### src/rtl/dtip_pkg.sv
// dtip_pkg: shared types and constants for the decimal text integer parser.
// Used by dtip_front, dtip_queue, dtip_back and the top level.
// No dependencies.
`timescale 1ns / 1ps

package dtip_pkg;

  // Accumulator width; the narrow mode always wraps at NARROW_W bits.
  localparam int ACC_WIDTH = 64;
  localparam int NARROW_W  = 32;

  localparam int CHAR_W   = 8;
  localparam int DIGIT_W  = 4;
  localparam int VALUE_W  = 64;
  localparam int STATUS_W = 2;
  localparam int CFG_IDX_W  = 2;
  localparam int CFG_DATA_W = 1;

  // Queue between the front and back ends.
  localparam int QUEUE_DEPTH = 2;
  localparam int Q_PTR_W     = $clog2(QUEUE_DEPTH);
  localparam int Q_CNT_W     = $clog2(QUEUE_DEPTH + 1);

  // Register indexes of the configuration port.
  localparam logic [CFG_IDX_W-1:0] CFG_SIGNED = 2'd0;
  localparam logic [CFG_IDX_W-1:0] CFG_WIDE   = 2'd1;
  localparam logic [CFG_IDX_W-1:0] CFG_LIST   = 2'd2;

  // Characters of interest.
  localparam logic [CHAR_W-1:0] CHAR_NUL   = 8'h00;
  localparam logic [CHAR_W-1:0] CHAR_ZERO  = 8'h30;
  localparam logic [CHAR_W-1:0] CHAR_NINE  = 8'h39;
  localparam logic [CHAR_W-1:0] CHAR_COMMA = 8'h2C;
  localparam logic [CHAR_W-1:0] CHAR_MINUS = 8'h2D;

  // Result status codes.
  localparam logic [STATUS_W-1:0] STATUS_OK        = 2'd0;
  localparam logic [STATUS_W-1:0] STATUS_BAD_CHAR  = 2'd1;
  localparam logic [STATUS_W-1:0] STATUS_NO_DIGITS = 2'd2;

  typedef enum logic [1:0] {
    KIND_DIGIT = 2'd0,
    KIND_MINUS = 2'd1,
    KIND_BAD   = 2'd2,
    KIND_TERM  = 2'd3
  } kind_t;

  // One classified character as it travels through the queue.
  typedef struct packed {
    kind_t              kind;
    logic [DIGIT_W-1:0] digit;
    logic               wide;   // width selected when the character arrived
    logic               comma;  // terminator was a comma
  } op_t;

  typedef struct packed {
    logic signed_mode;
    logic wide_mode;
    logic list_mode;
  } cfg_t;

endpackage

### src/rtl/dtip_front.sv
// dtip_front: configuration registers and character classifier.
// Depends on dtip_pkg.
`timescale 1ns / 1ps

module dtip_front (
  input  logic                          clk,
  input  logic                          rst,
  input  logic                          cfg_write,
  input  logic [dtip_pkg::CFG_IDX_W-1:0]  cfg_index,
  input  logic [dtip_pkg::CFG_DATA_W-1:0] cfg_data,
  input  logic                          char_valid,
  output logic                          char_stall,
  input  logic [dtip_pkg::CHAR_W-1:0]   character,
  input  logic                          queue_full,
  output logic                          push,
  output dtip_pkg::op_t                 push_op
);

  dtip_pkg::cfg_t cfg;

  always_ff @(posedge clk) begin
    if (rst) begin
      cfg.signed_mode <= 1'b1;
      cfg.wide_mode   <= 1'b1;
      cfg.list_mode   <= 1'b1;
    end else if (cfg_write) begin
      case (cfg_index)
        dtip_pkg::CFG_SIGNED: cfg.signed_mode <= cfg_data[0];
        dtip_pkg::CFG_WIDE:   cfg.wide_mode   <= cfg_data[0];
        dtip_pkg::CFG_LIST:   cfg.list_mode   <= cfg_data[0];
        default: ;
      endcase
    end
  end

  always_comb begin
    push_op.digit = character[dtip_pkg::DIGIT_W-1:0];  // '0' is 0x30
    push_op.wide  = cfg.wide_mode;
    push_op.comma = (character == dtip_pkg::CHAR_COMMA);
    if (character == dtip_pkg::CHAR_NUL ||
        (character == dtip_pkg::CHAR_COMMA && cfg.list_mode)) begin
      push_op.kind = dtip_pkg::KIND_TERM;
    end else if (character inside {[dtip_pkg::CHAR_ZERO:dtip_pkg::CHAR_NINE]}) begin
      push_op.kind = dtip_pkg::KIND_DIGIT;
    end else if (character == dtip_pkg::CHAR_MINUS && cfg.signed_mode) begin
      push_op.kind = dtip_pkg::KIND_MINUS;
    end else begin
      push_op.kind = dtip_pkg::KIND_BAD;
    end
  end

  assign char_stall = queue_full;
  assign push       = char_valid && !queue_full;

endmodule

### src/rtl/dtip_queue.sv
// dtip_queue: short FIFO of classified characters between front and back.
// Depends on dtip_pkg.
`timescale 1ns / 1ps

module dtip_queue (
  input  logic          clk,
  input  logic          rst,
  input  logic          push,
  input  dtip_pkg::op_t push_op,
  input  logic          pop,
  output logic          head_valid,
  output dtip_pkg::op_t head_op,
  output logic          full
);

  dtip_pkg::op_t entries [dtip_pkg::QUEUE_DEPTH];

  logic [dtip_pkg::Q_PTR_W-1:0] wr_ptr;
  logic [dtip_pkg::Q_PTR_W-1:0] rd_ptr;
  logic [dtip_pkg::Q_CNT_W-1:0] count;

  localparam logic [dtip_pkg::Q_PTR_W-1:0] LAST_PTR =
    dtip_pkg::Q_PTR_W'(dtip_pkg::QUEUE_DEPTH - 1);
  localparam logic [dtip_pkg::Q_CNT_W-1:0] FULL_CNT =
    dtip_pkg::Q_CNT_W'(dtip_pkg::QUEUE_DEPTH);
  localparam logic [dtip_pkg::Q_CNT_W-1:0] CNT_ONE =
    dtip_pkg::Q_CNT_W'(1);

  assign head_valid = (count != '0);
  assign full       = (count == FULL_CNT);
  assign head_op    = entries[rd_ptr];

  always_ff @(posedge clk) begin
    if (push) begin
      entries[wr_ptr] <= push_op;
    end
  end

  always_ff @(posedge clk) begin
    if (rst) begin
      wr_ptr <= '0;
      rd_ptr <= '0;
      count  <= '0;
    end else begin
      if (push) begin
        wr_ptr <= (wr_ptr == LAST_PTR) ? '0 : wr_ptr + 1'b1;
      end
      if (pop) begin
        rd_ptr <= (rd_ptr == LAST_PTR) ? '0 : rd_ptr + 1'b1;
      end
      if (push && !pop) begin
        count <= count + CNT_ONE;
      end else if (pop && !push) begin
        count <= count - CNT_ONE;
      end
    end
  end

endmodule

### src/rtl/dtip_back.sv
// dtip_back: parse state, multiply-by-ten accumulator and result register.
// Depends on dtip_pkg.
`timescale 1ns / 1ps

module dtip_back (
  input  logic                           clk,
  input  logic                           rst,
  input  logic                           head_valid,
  input  dtip_pkg::op_t                  head_op,
  output logic                           pop,
  output logic                           result_valid,
  input  logic                           result_stall,
  output logic [dtip_pkg::VALUE_W-1:0]   value,
  output logic [dtip_pkg::STATUS_W-1:0]  status,
  output logic                           ended_by_comma
);

  localparam logic [dtip_pkg::ACC_WIDTH-1:0] NARROW_MASK =
    dtip_pkg::ACC_WIDTH'({dtip_pkg::NARROW_W{1'b1}});

  logic [dtip_pkg::ACC_WIDTH-1:0] accumulator;
  logic                           saw_digit;
  logic                           is_negative;
  logic                           at_start;
  logic                           bad_char_seen;

  logic [dtip_pkg::ACC_WIDTH-1:0] mask;
  logic [dtip_pkg::ACC_WIDTH-1:0] accumulator_next;
  logic [dtip_pkg::ACC_WIDTH-1:0] final_value;
  logic                           term_pop;

  // A terminator needs a free result register; everything else retires at once.
  assign pop = head_valid &&
               (head_op.kind != dtip_pkg::KIND_TERM || !result_valid || !result_stall);
  assign term_pop = pop && (head_op.kind == dtip_pkg::KIND_TERM);

  always_comb begin
    mask = head_op.wide ? '1 : NARROW_MASK;
    accumulator_next = ((accumulator << 3) + (accumulator << 1) +
                        dtip_pkg::ACC_WIDTH'(head_op.digit)) & mask;
    final_value = (is_negative ? ('0 - accumulator) : accumulator) & mask;
  end

  always_ff @(posedge clk) begin
    if (rst) begin
      accumulator   <= '0;
      saw_digit     <= 1'b0;
      is_negative   <= 1'b0;
      at_start      <= 1'b1;
      bad_char_seen <= 1'b0;
    end else if (pop) begin
      case (head_op.kind)
        dtip_pkg::KIND_TERM: begin
          accumulator   <= '0;
          saw_digit     <= 1'b0;
          is_negative   <= 1'b0;
          at_start      <= 1'b1;
          bad_char_seen <= 1'b0;
        end
        dtip_pkg::KIND_DIGIT: begin
          accumulator <= accumulator_next;
          saw_digit   <= 1'b1;
          at_start    <= 1'b0;
        end
        dtip_pkg::KIND_MINUS: begin
          // a minus is only legal as the first character
          if (at_start) begin
            is_negative <= 1'b1;
          end else begin
            bad_char_seen <= 1'b1;
          end
          at_start <= 1'b0;
        end
        default: begin
          bad_char_seen <= 1'b1;
          at_start      <= 1'b0;
        end
      endcase
    end
  end

  always_ff @(posedge clk) begin
    if (rst) begin
      result_valid <= 1'b0;
    end else if (term_pop) begin
      result_valid <= 1'b1;
    end else if (!result_stall) begin
      result_valid <= 1'b0;
    end
  end

  always_ff @(posedge clk) begin
    if (term_pop) begin
      ended_by_comma <= head_op.comma;
      if (bad_char_seen) begin
        status <= dtip_pkg::STATUS_BAD_CHAR;
        value  <= '0;
      end else if (!saw_digit) begin
        status <= dtip_pkg::STATUS_NO_DIGITS;
        value  <= '0;
      end else begin
        status <= dtip_pkg::STATUS_OK;
        value  <= dtip_pkg::VALUE_W'(final_value);
      end
    end
  end

endmodule

### src/rtl/decimal_text_integer_parser_core.sv
// decimal_text_integer_parser_core: top level of the ASCII decimal parser.
// Depends on dtip_pkg, dtip_front, dtip_queue and dtip_back.
`timescale 1ns / 1ps

// Streaming ASCII decimal-to-integer parser. One character is taken per
// transfer on the char channel, and one character can be taken every clock
// cycle while char_stall is low: the accumulator update (acc*10 + digit as two
// shifts and an add) is the loop that sets this rate. A NUL, or a comma when
// list_mode is set, ends the number and produces one result transfer with the
// value, a status (0 ok, 1 invalid character, 2 no digits) and whether a comma
// ended it; other characters produce no result. A result is presented after
// its terminator has passed through the queue entry and the result register,
// and a stalled earlier result holds the terminator in the queue. Invalid
// characters are remembered until the terminator, which then reports them with
// value 0 and clears the parse state. Values wrap at 32 bits (wide_mode 0) or
// 64 bits (wide_mode 1); bits above the selected width read as zero. A two-
// entry queue sits between the classifier and the accumulator, and the result
// sits in its own register, so a stalled result does not stop input characters
// until the queue fills. Configuration registers (index 0 signed_mode, 1
// wide_mode, 2 list_mode, all reset to 1) are written through cfg_write, and
// should only change while no number is in progress; the width in force when
// each character is taken is the one applied to it.

module decimal_text_integer_parser_core (
  input  logic                             clk,
  input  logic                             rst,
  // configuration write port
  input  logic                             cfg_write,
  input  logic [dtip_pkg::CFG_IDX_W-1:0]   cfg_index,
  input  logic [dtip_pkg::CFG_DATA_W-1:0]  cfg_data,
  // character input channel
  input  logic                             char_valid,
  output logic                             char_stall,
  input  logic [dtip_pkg::CHAR_W-1:0]      character,
  // result output channel
  output logic                             result_valid,
  input  logic                             result_stall,
  output logic [dtip_pkg::VALUE_W-1:0]     value,
  output logic [dtip_pkg::STATUS_W-1:0]    status,
  output logic                             ended_by_comma
);

  logic          push;
  dtip_pkg::op_t push_op;
  logic          queue_full;
  logic          head_valid;
  dtip_pkg::op_t head_op;
  logic          pop;

  // Front end: config registers and per-character classification.
  dtip_front u_front (
    .clk        (clk),
    .rst        (rst),
    .cfg_write  (cfg_write),
    .cfg_index  (cfg_index),
    .cfg_data   (cfg_data),
    .char_valid (char_valid),
    .char_stall (char_stall),
    .character  (character),
    .queue_full (queue_full),
    .push       (push),
    .push_op    (push_op)
  );

  // Decoupling queue: lets the front keep taking characters while the back
  // waits for a stalled result to drain.
  dtip_queue u_queue (
    .clk        (clk),
    .rst        (rst),
    .push       (push),
    .push_op    (push_op),
    .pop        (pop),
    .head_valid (head_valid),
    .head_op    (head_op),
    .full       (queue_full)
  );

  // Back end: accumulator, sign and error tracking, result register.
  dtip_back u_back (
    .clk            (clk),
    .rst            (rst),
    .head_valid     (head_valid),
    .head_op        (head_op),
    .pop            (pop),
    .result_valid   (result_valid),
    .result_stall   (result_stall),
    .value          (value),
    .status         (status),
    .ended_by_comma (ended_by_comma)
  );

endmodule
### config.mk
export PLATFORM = sky130hd
export DESIGN_NAME = decimal_text_integer_parser_core
export DESIGN_NICKNAME = d
export VERILOG_FILES = /design/src/rtl/dtip_pkg.sv /design/src/rtl/dtip_front.sv /design/src/rtl/dtip_queue.sv /design/src/rtl/dtip_back.sv /design/src/rtl/decimal_text_integer_parser_core.sv
export SDC_FILE = /design/constraint.sdc
export NUM_CORES = 1
export LEC_CHECK = 0
export ABC_AREA = 1
export BUFFER_PORTS_ARGS = -buffer_cell sky130_fd_sc_hd__buf_2
export CORE_MARGIN = 2
export CORE_UTILIZATION = 55
export DETAILED_ROUTE_END_ITERATION = 8
export PLACE_DENSITY = 0.73
export SETUP_SLACK_MARGIN = 0.1
export SLEW_MARGIN = 25
export SYNTH_ARGS = -nofsm -noshare
export SYNTH_HDL_FRONTEND = slang
export SYNTH_SLANG_ARGS = --single-unit
### constraint.sdc
create_clock -name clk -period 3.6 [get_ports clk]
set_input_delay 0.18 -clock clk [delete_from_list [all_inputs] [get_ports clk]]
set_output_delay 0.18 -clock clk [all_outputs]
set_load 0.005 [all_outputs]
Word-level counts from Yosys, hierarchy flattened
Memory sizes are Yosys's and may differ from the RTL's. A register that Yosys moved wholly into a read port is not among the register bits. Index checks and enable logic that the tools add are counted.

Bits in registers: 143. RAM bits: 16. Input port bits: 16. Output and inout bits: 69. Word-level logic and storage cells: 93. Memories kept: 1.

Add/sub/neg operators: 7. Order comparisons: 2. Equality and inequality tests: 11. Muxes and demuxes: 23. Bitwise gates (word level): 4. Reductions and logical operators: 30.

Memories: u_queue.entries (depth 2, bits a word 8, read ports 1, clocked after Yosys merged registers in 1, wr ports 1, line dtip_queue.sv:16) `dtip_pkg::op_t entries [dtip_pkg::QUEUE_DEPTH];`.

Operator list (number): AND 64 bit (2); two-way mux 64 bit (2); one-hot mux 64 bit (2 select lines) (1); adder 64 x 4 -> 64 bit (1); adder 64 bit (1); subtractor 1 x 64 -> 64 bit (first input constant) (1); equality test 8 x 6 -> 1 bit (second input constant) (2); two-way mux 2 bit (6); two-way mux 1 bit (11); >= comparator 8 x 6 -> 1 bit (second input constant) (1); less-or-equal comparator 8 x 6 -> 1 bit (second input constant) (1); logical AND 1 bit (8); logical NOT 8 bit (1); AND reduction 2 bit (4); nonzero test 2 bit (4); equality test 2 bit (second input constant) (3); AND reduction 3 bit (2); logical NOT 1 bit (5); equality test 2 x 1 -> 1 bit (second input constant) (2); logical NOT 2 bit (2); inequality test 2 x 1 -> 1 bit (second input constant) (2); inequality test 2 bit (second input constant) (2); one-hot mux 1 bit (2 select lines) (2); logical OR 1 bit (3); 6 further kinds (8).

Logic depth before layout (Yosys ltp)
Depth after elaboration: 7. Gate-level depth with buffers: 18. Gate-level depth less buffers: 17.

By module
A second synthesis with hierarchy kept.

Cells, all modules: 2286. Area, all modules: 14360.0 µm².

Modules (own cells, without submodules): dtip_back (instances 1, cells each 2176, area each 13217.7 µm², sequential area each 3393.3 µm²); dtip_queue (instances 1, cells each 58, area each 840.8 µm², sequential area each 580.6 µm²); dtip_front (instances 1, cells each 52, area each 301.5 µm², sequential area each 60.1 µm²).

Least setup slack after synthesis
Ideal clock, no wire load.

Kind: register to register. Start: register with a tool-made name. End: register u_back.ended_by_comma, enable pin. Library setup time: 0.421 ns. Arrival: 2.656 ns. Data required time: 3.179 ns. Slack: 0.523 ns. Cell stages (with the launch flop): 10. Path buffers: 1. Period minus slack after synthesis: 3.077 ns. Cell sequence: dfxtp_1 buf_2 o21ai_0 inv_1 ha_1 nand3_1 nand2_2 inv_1 nand2_1 inv_1.

RTL lines: to (signal assigned) (line dtip_back.sv:94) `ended_by_comma <= head_op.comma;`; to (decl) (line dtip_back.sv:15) `output logic ended_by_comma`.

==> results.md <==
- The flow ran to the end, and the final reports show no timing, DRC or antenna violations.
- Timing analysis after detailed placement gives a worst setup slack of roughly 0.31 ns.
- The synthesis-stage register bit count is between 150 and 200.
- The mapped cell area is approximately 14000 sq um.
- The final max-slew violation count came to 0.
- Of all nets on the critical path, the largest fanout is 11.
- The average instance in the mapped netlist occupies between 6 and 7 sq um.
- The post-route clock period utilization is 0.883.
- The peak supply drop is between 0.3 and 0.4 mV.
- In the synthesized netlist, the number of instances is approximately 2200.
- The via count normalized by instance count is between 5 and 6.
- The number of clock buffers added by TritonCTS is 17.
- The final-report hold violation count came to 0.
- Clock-pin slew was measured on the worst setup and hold paths at ~0.070 ns.
- The worst hold path belongs to the class in -> reg.
- The width of the die is approximately 160 um.
- In this run the count of I/O pins placed on the die edge is 85.
- The tool flagged a number of max-cap violations equal to 0.
- The delay of the slowest cell on the worst path is 0.49 ns.
- The net count after synthesis is 2393.
- Measured along the y axis, the die boundary spans between 150 and 200 um.
- The cell sitting at the root of the clock tree is a clkbuf_16.
- Setup repair after global routing left no endpoint under its margin.
- Synthesis instantiated between 50 and 60 different standard cells from the library.
- The number of antenna diodes in the final layout is 0.
- The floorplan step defined a die boundary enclosing roughly 27000 sq um.
- The clock passes through at most 2 buffers.
- The clock insertion delay at the later pin of the skew report is 0.45 ns.
- The kind of start point of the critical path is a flip-flop.
- Static timing analysis puts the maximum clock frequency at roughly 0.31 GHz.
- The setup path with the least slack is of type reg -> reg.
- The fraction of synthesis flops using an asynchronous set or reset pin is 0.
- For this run, the number of Yosys warnings is 0.
- The setup TNS is 0 ns.
- TritonCTS built the clock tree.
- The initial antenna violation count came to 0.
- The register area share after synthesis is 0.285.
- The sum of routed wire length over all layers is roughly 47000 um.
- The number of setup buffers added after CTS is 0.
- The required arrival time at the worst endpoint is 3.89 ns.
- For the pin with the worst max-slew slack, the measured transition is ~0.96 ns.
- The arrival time reported for the critical path endpoint is approximately 3.5 ns.
- The H-tree was split into 4 levels.
- After floorplanning, the core was sized to cover approximately 25000 sq um.
- The first global-routing pass estimated around 72000 um of wire.
- The maximum number of pins on one net before global-route repair is 66.
- The signal on the critical path passes through mux2i_1 -> fa_1 -> inv_1 -> ha_1 -> nand3_1 -> nand3_1 -> nand2_1 -> nand2_1 -> nand3_1 -> nand3_1 -> or2_2 -> nand3_1 -> a21oi_1.
- The sum of net half-perimeters after detailed placement is around 37000 um.
- The library cell contributing the largest single delay on the critical path is fa_1.
- By instance count, the cell type seen most on the critical path is nand3_1.
- The total routing resource utilization after global routing is 0.348.
- The final setup violation count is 0.
- The clock net in this run drives a total of 160 sinks.
- The top cell types in the final layout, fill and taps aside, are 744 x nand2_1, 374 x inv_1, 230 x nor2_1.
- After filler insertion, the fill cell instance count of the layout stands at around 2500.
- The violation count after the first detailed-route iteration is ~1500.
- The time the final worst path needs with I/O delays and setup is around 3.2 ns.
- The placer's final routability congestion estimate is between 0.9 and 1.
- The number of nets in the layout is approximately 2500.
- Counting flops with a built-in enable in the synthesized netlist gives a little over 80.
- The initial utilization of the core area, before any placement, comes to 0.561.
- The clock arrives with 0.0177 ns of skew.
- The static power due to leakage is roughly 0.0084 uW.
- In the synthesized netlist the dominant register cell turns out to be edfxtp_1.
- In the routed design, unresolved DRC markers number 0.
- The final core area utilization is 0.620.
- After global routing the overflow that remains totals 0.
- The final setup slack of the worst path is approximately 0.42 ns.
- The final routed wire length divided by cell count is around 17 um.
- The library cell used most frequently in the layout, excluding fill and tap cells, is nand2_1.
- In this run the tightest slew margin relative to its limit is 0.354.
- The routed layout has between 10000 and 15000 vias.
- The count of nets left with antenna violations after detail routing is 0.
- Port buffering added 84 buffers.
- In the final layout, the share of cells above drive strength 1 is 0.0851.
- The critical path endpoint category is a flip-flop.
- The number of rows created at floorplan is a little under 60.
- The number of global-route vias before repair came to between 10000 and 15000.
- Dividing total power by cell area gives a power density of around 350 nW/um^2.
- The count of TritonRoute iterations in the first routing pass is 5.
- Compared with the post-synthesis result, the final layout area differs by 10.5%.
[cells by family (layout without fill, tap and decap cells)]
family | after synthesis | after routing | synth area share
adders and majority gates | 129 | 129 | 0.115
xor gates and xnor gates | 18 | 18 | 0.0117
DFF | 160 | 160 | 0.285
buffers and inverters | 421 | 524 | 0.114
AOI/OAI and AO/OA | 263 | 263 | 0.0993
muxes | 5 | 5 | 0.00389
and+or+nand+nor | 1252 | 1252 | 0.372
[synthesized netlist by cell type (2+ instances only)]
| master | n | area share |
|---|---|---|
| and3_1 | 3 | 0.0013 |
| nor3_2 | 2 | 0.0014 |
| dfxtp_1 | 77 | 0.11 |
| nor3_1 | 33 | 0.012 |
| edfxtp_1 | 83 | 0.18 |
| o31ai_1 | 2 | 0.0011 |
| a21oi_1 | 175 | 0.062 |
| buf_2 | 4 | 0.0014 |
| ha_1 | 127 | 0.11 |
| nand3b_1 | 5 | 0.0027 |
| nand2_1 | 744 | 0.20 |
| buf_1 | 3 | 0.00080 |
| inv_1 | 375 | 0.099 |
| xor2_1 | 14 | 0.0087 |
| nor2_2 | 5 | 0.0022 |
| mux2_2 | 4 | 0.0032 |
| a31oi_1 | 4 | 0.0018 |
| a211oi_1 | 2 | 0.0011 |
| a21boi_0 | 2 | 0.0011 |
| nand3_2 | 2 | 0.0014 |
| nor2_1 | 230 | 0.061 |
| o21a_1 | 2 | 0.0011 |
| o21ai_0 | 58 | 0.020 |
| fa_1 | 2 | 0.0028 |
| nand4_1 | 24 | 0.011 |
| a21o_1 | 2 | 0.0011 |
| nor4_1 | 8 | 0.0035 |
| and2_1 | 3 | 0.0013 |
| inv_2 | 8 | 0.0021 |
| nor2_4 | 5 | 0.0040 |
| buf_6 | 3 | 0.0024 |
| nor3b_1 | 5 | 0.0027 |
| o21bai_1 | 5 | 0.0027 |
| or2_2 | 18 | 0.0080 |
| clkbuf_1 | 26 | 0.0069 |
| nor3_4 | 3 | 0.0034 |
| o211ai_1 | 4 | 0.0021 |
| xnor2_1 | 3 | 0.0019 |
| nand3_1 | 150 | 0.053 |
| clkinv_1 | 2 | 0.00053 |
| nand2_2 | 8 | 0.0035 |
[power breakdown]
| part | switching (uW) | leakage (uW) | internal [uW] |
|---|---|---|---|
| combinational | 773 | 0.00674 | 364 |
| sequential | 117 | 0.00141 | 2270 |
| clock | 992 | 0.000301 | 961 |
[worst max-delay path: cells and delay by family (launching register included)]
kind,cells,cell delay (ns)
flip-flops,1,0.46
multiplexers,1,0.43
AND/OR/NAND/NOR,8,1.22
AO/OA/AOI/OAI,1,0.06
adder cells (fa/ha/maj),2,0.73
buffers and inverters,1,0.12
[through the flow]
stage / cell area [sq um] / cells / power (uW) / hold WS (ns)
after floorplan: 14200 / 2248 / 3060 / 0.279
after global placement: 15000 / 2645 / 3530 / 0.407
after detailed placement: 15000 / 2645 / 3560 / 0.404
after CTS: 15600 / 2681 / 5490 / 0.00648
after global routing: 15700 / 2681 / 5680 / 0.0426
final: 15700 / 2681 / 5480 / 0.0107
[sequential cells by signal (all words and copies together), names as in the netlist, named ones only]
register,flops
u_queue.count,2
u_back.result_valid,1
u_front.cfg,2
u_back.bad_char_seen,1
u_back.accumulator,64
u_front.push_op,1
u_queue.entries,16
u_back.at_start,1
u_back.value,64
u_queue.wr_ptr,1
u_back.status,2
u_back.saw_digit,1
u_queue.rd_ptr,1
u_back.ended_by_comma,1
u_back.is_negative,1
[metal layers]
| metal | vias to the layer above | track usage | routed length, um |
|---|---|---|---|
| li1 | 7347 | - | - |
| met1 | 6684 | 0.447 | 19700 |
| met2 | 562 | 0.582 | 21400 |
| met3 | 112 | 0.0570 | 3400 |
| met4 | 0 | 0.149 | 2030 |
| met5 | - | 0 | 0 |
[final timing paths]
kind | from | end | slack, ns | depth (start not counted)
min reg2reg | u_front.push_op[1] | u_queue.entries[0][1] | 0.48 | 0
max reg2reg | flip-flop | u_back.accumulator[25] | 0.42 | 13
max | flip-flop | u_back.accumulator[25] | 0.42 | 13
min | result_stall | u_back.result_valid | 0.01 | 3
[layout make-up]
type / instances / area (sq um) / area share
Multi-Input combinational cell: 1667 / 8520 / 0.544
Tap cell: 330 / 413 / 0.0264
Clock inverter: 15 / 194 / 0.0124
Timing Repair Buffer: 107 / 616 / 0.0393
Sequential cell: 160 / 4040 / 0.258
Clock buffer: 17 / 425 / 0.0272
Inverter: 385 / 1450 / 0.0923
[repair_timing]
item                                    in CTS  in global routing
endpoints found under the hold margin        8                  0
resized for setup                            0                  2
endpoints found under the setup margin       0                  6
hold buffers                                 4                  0
Power figures use the tool's default switching activity.
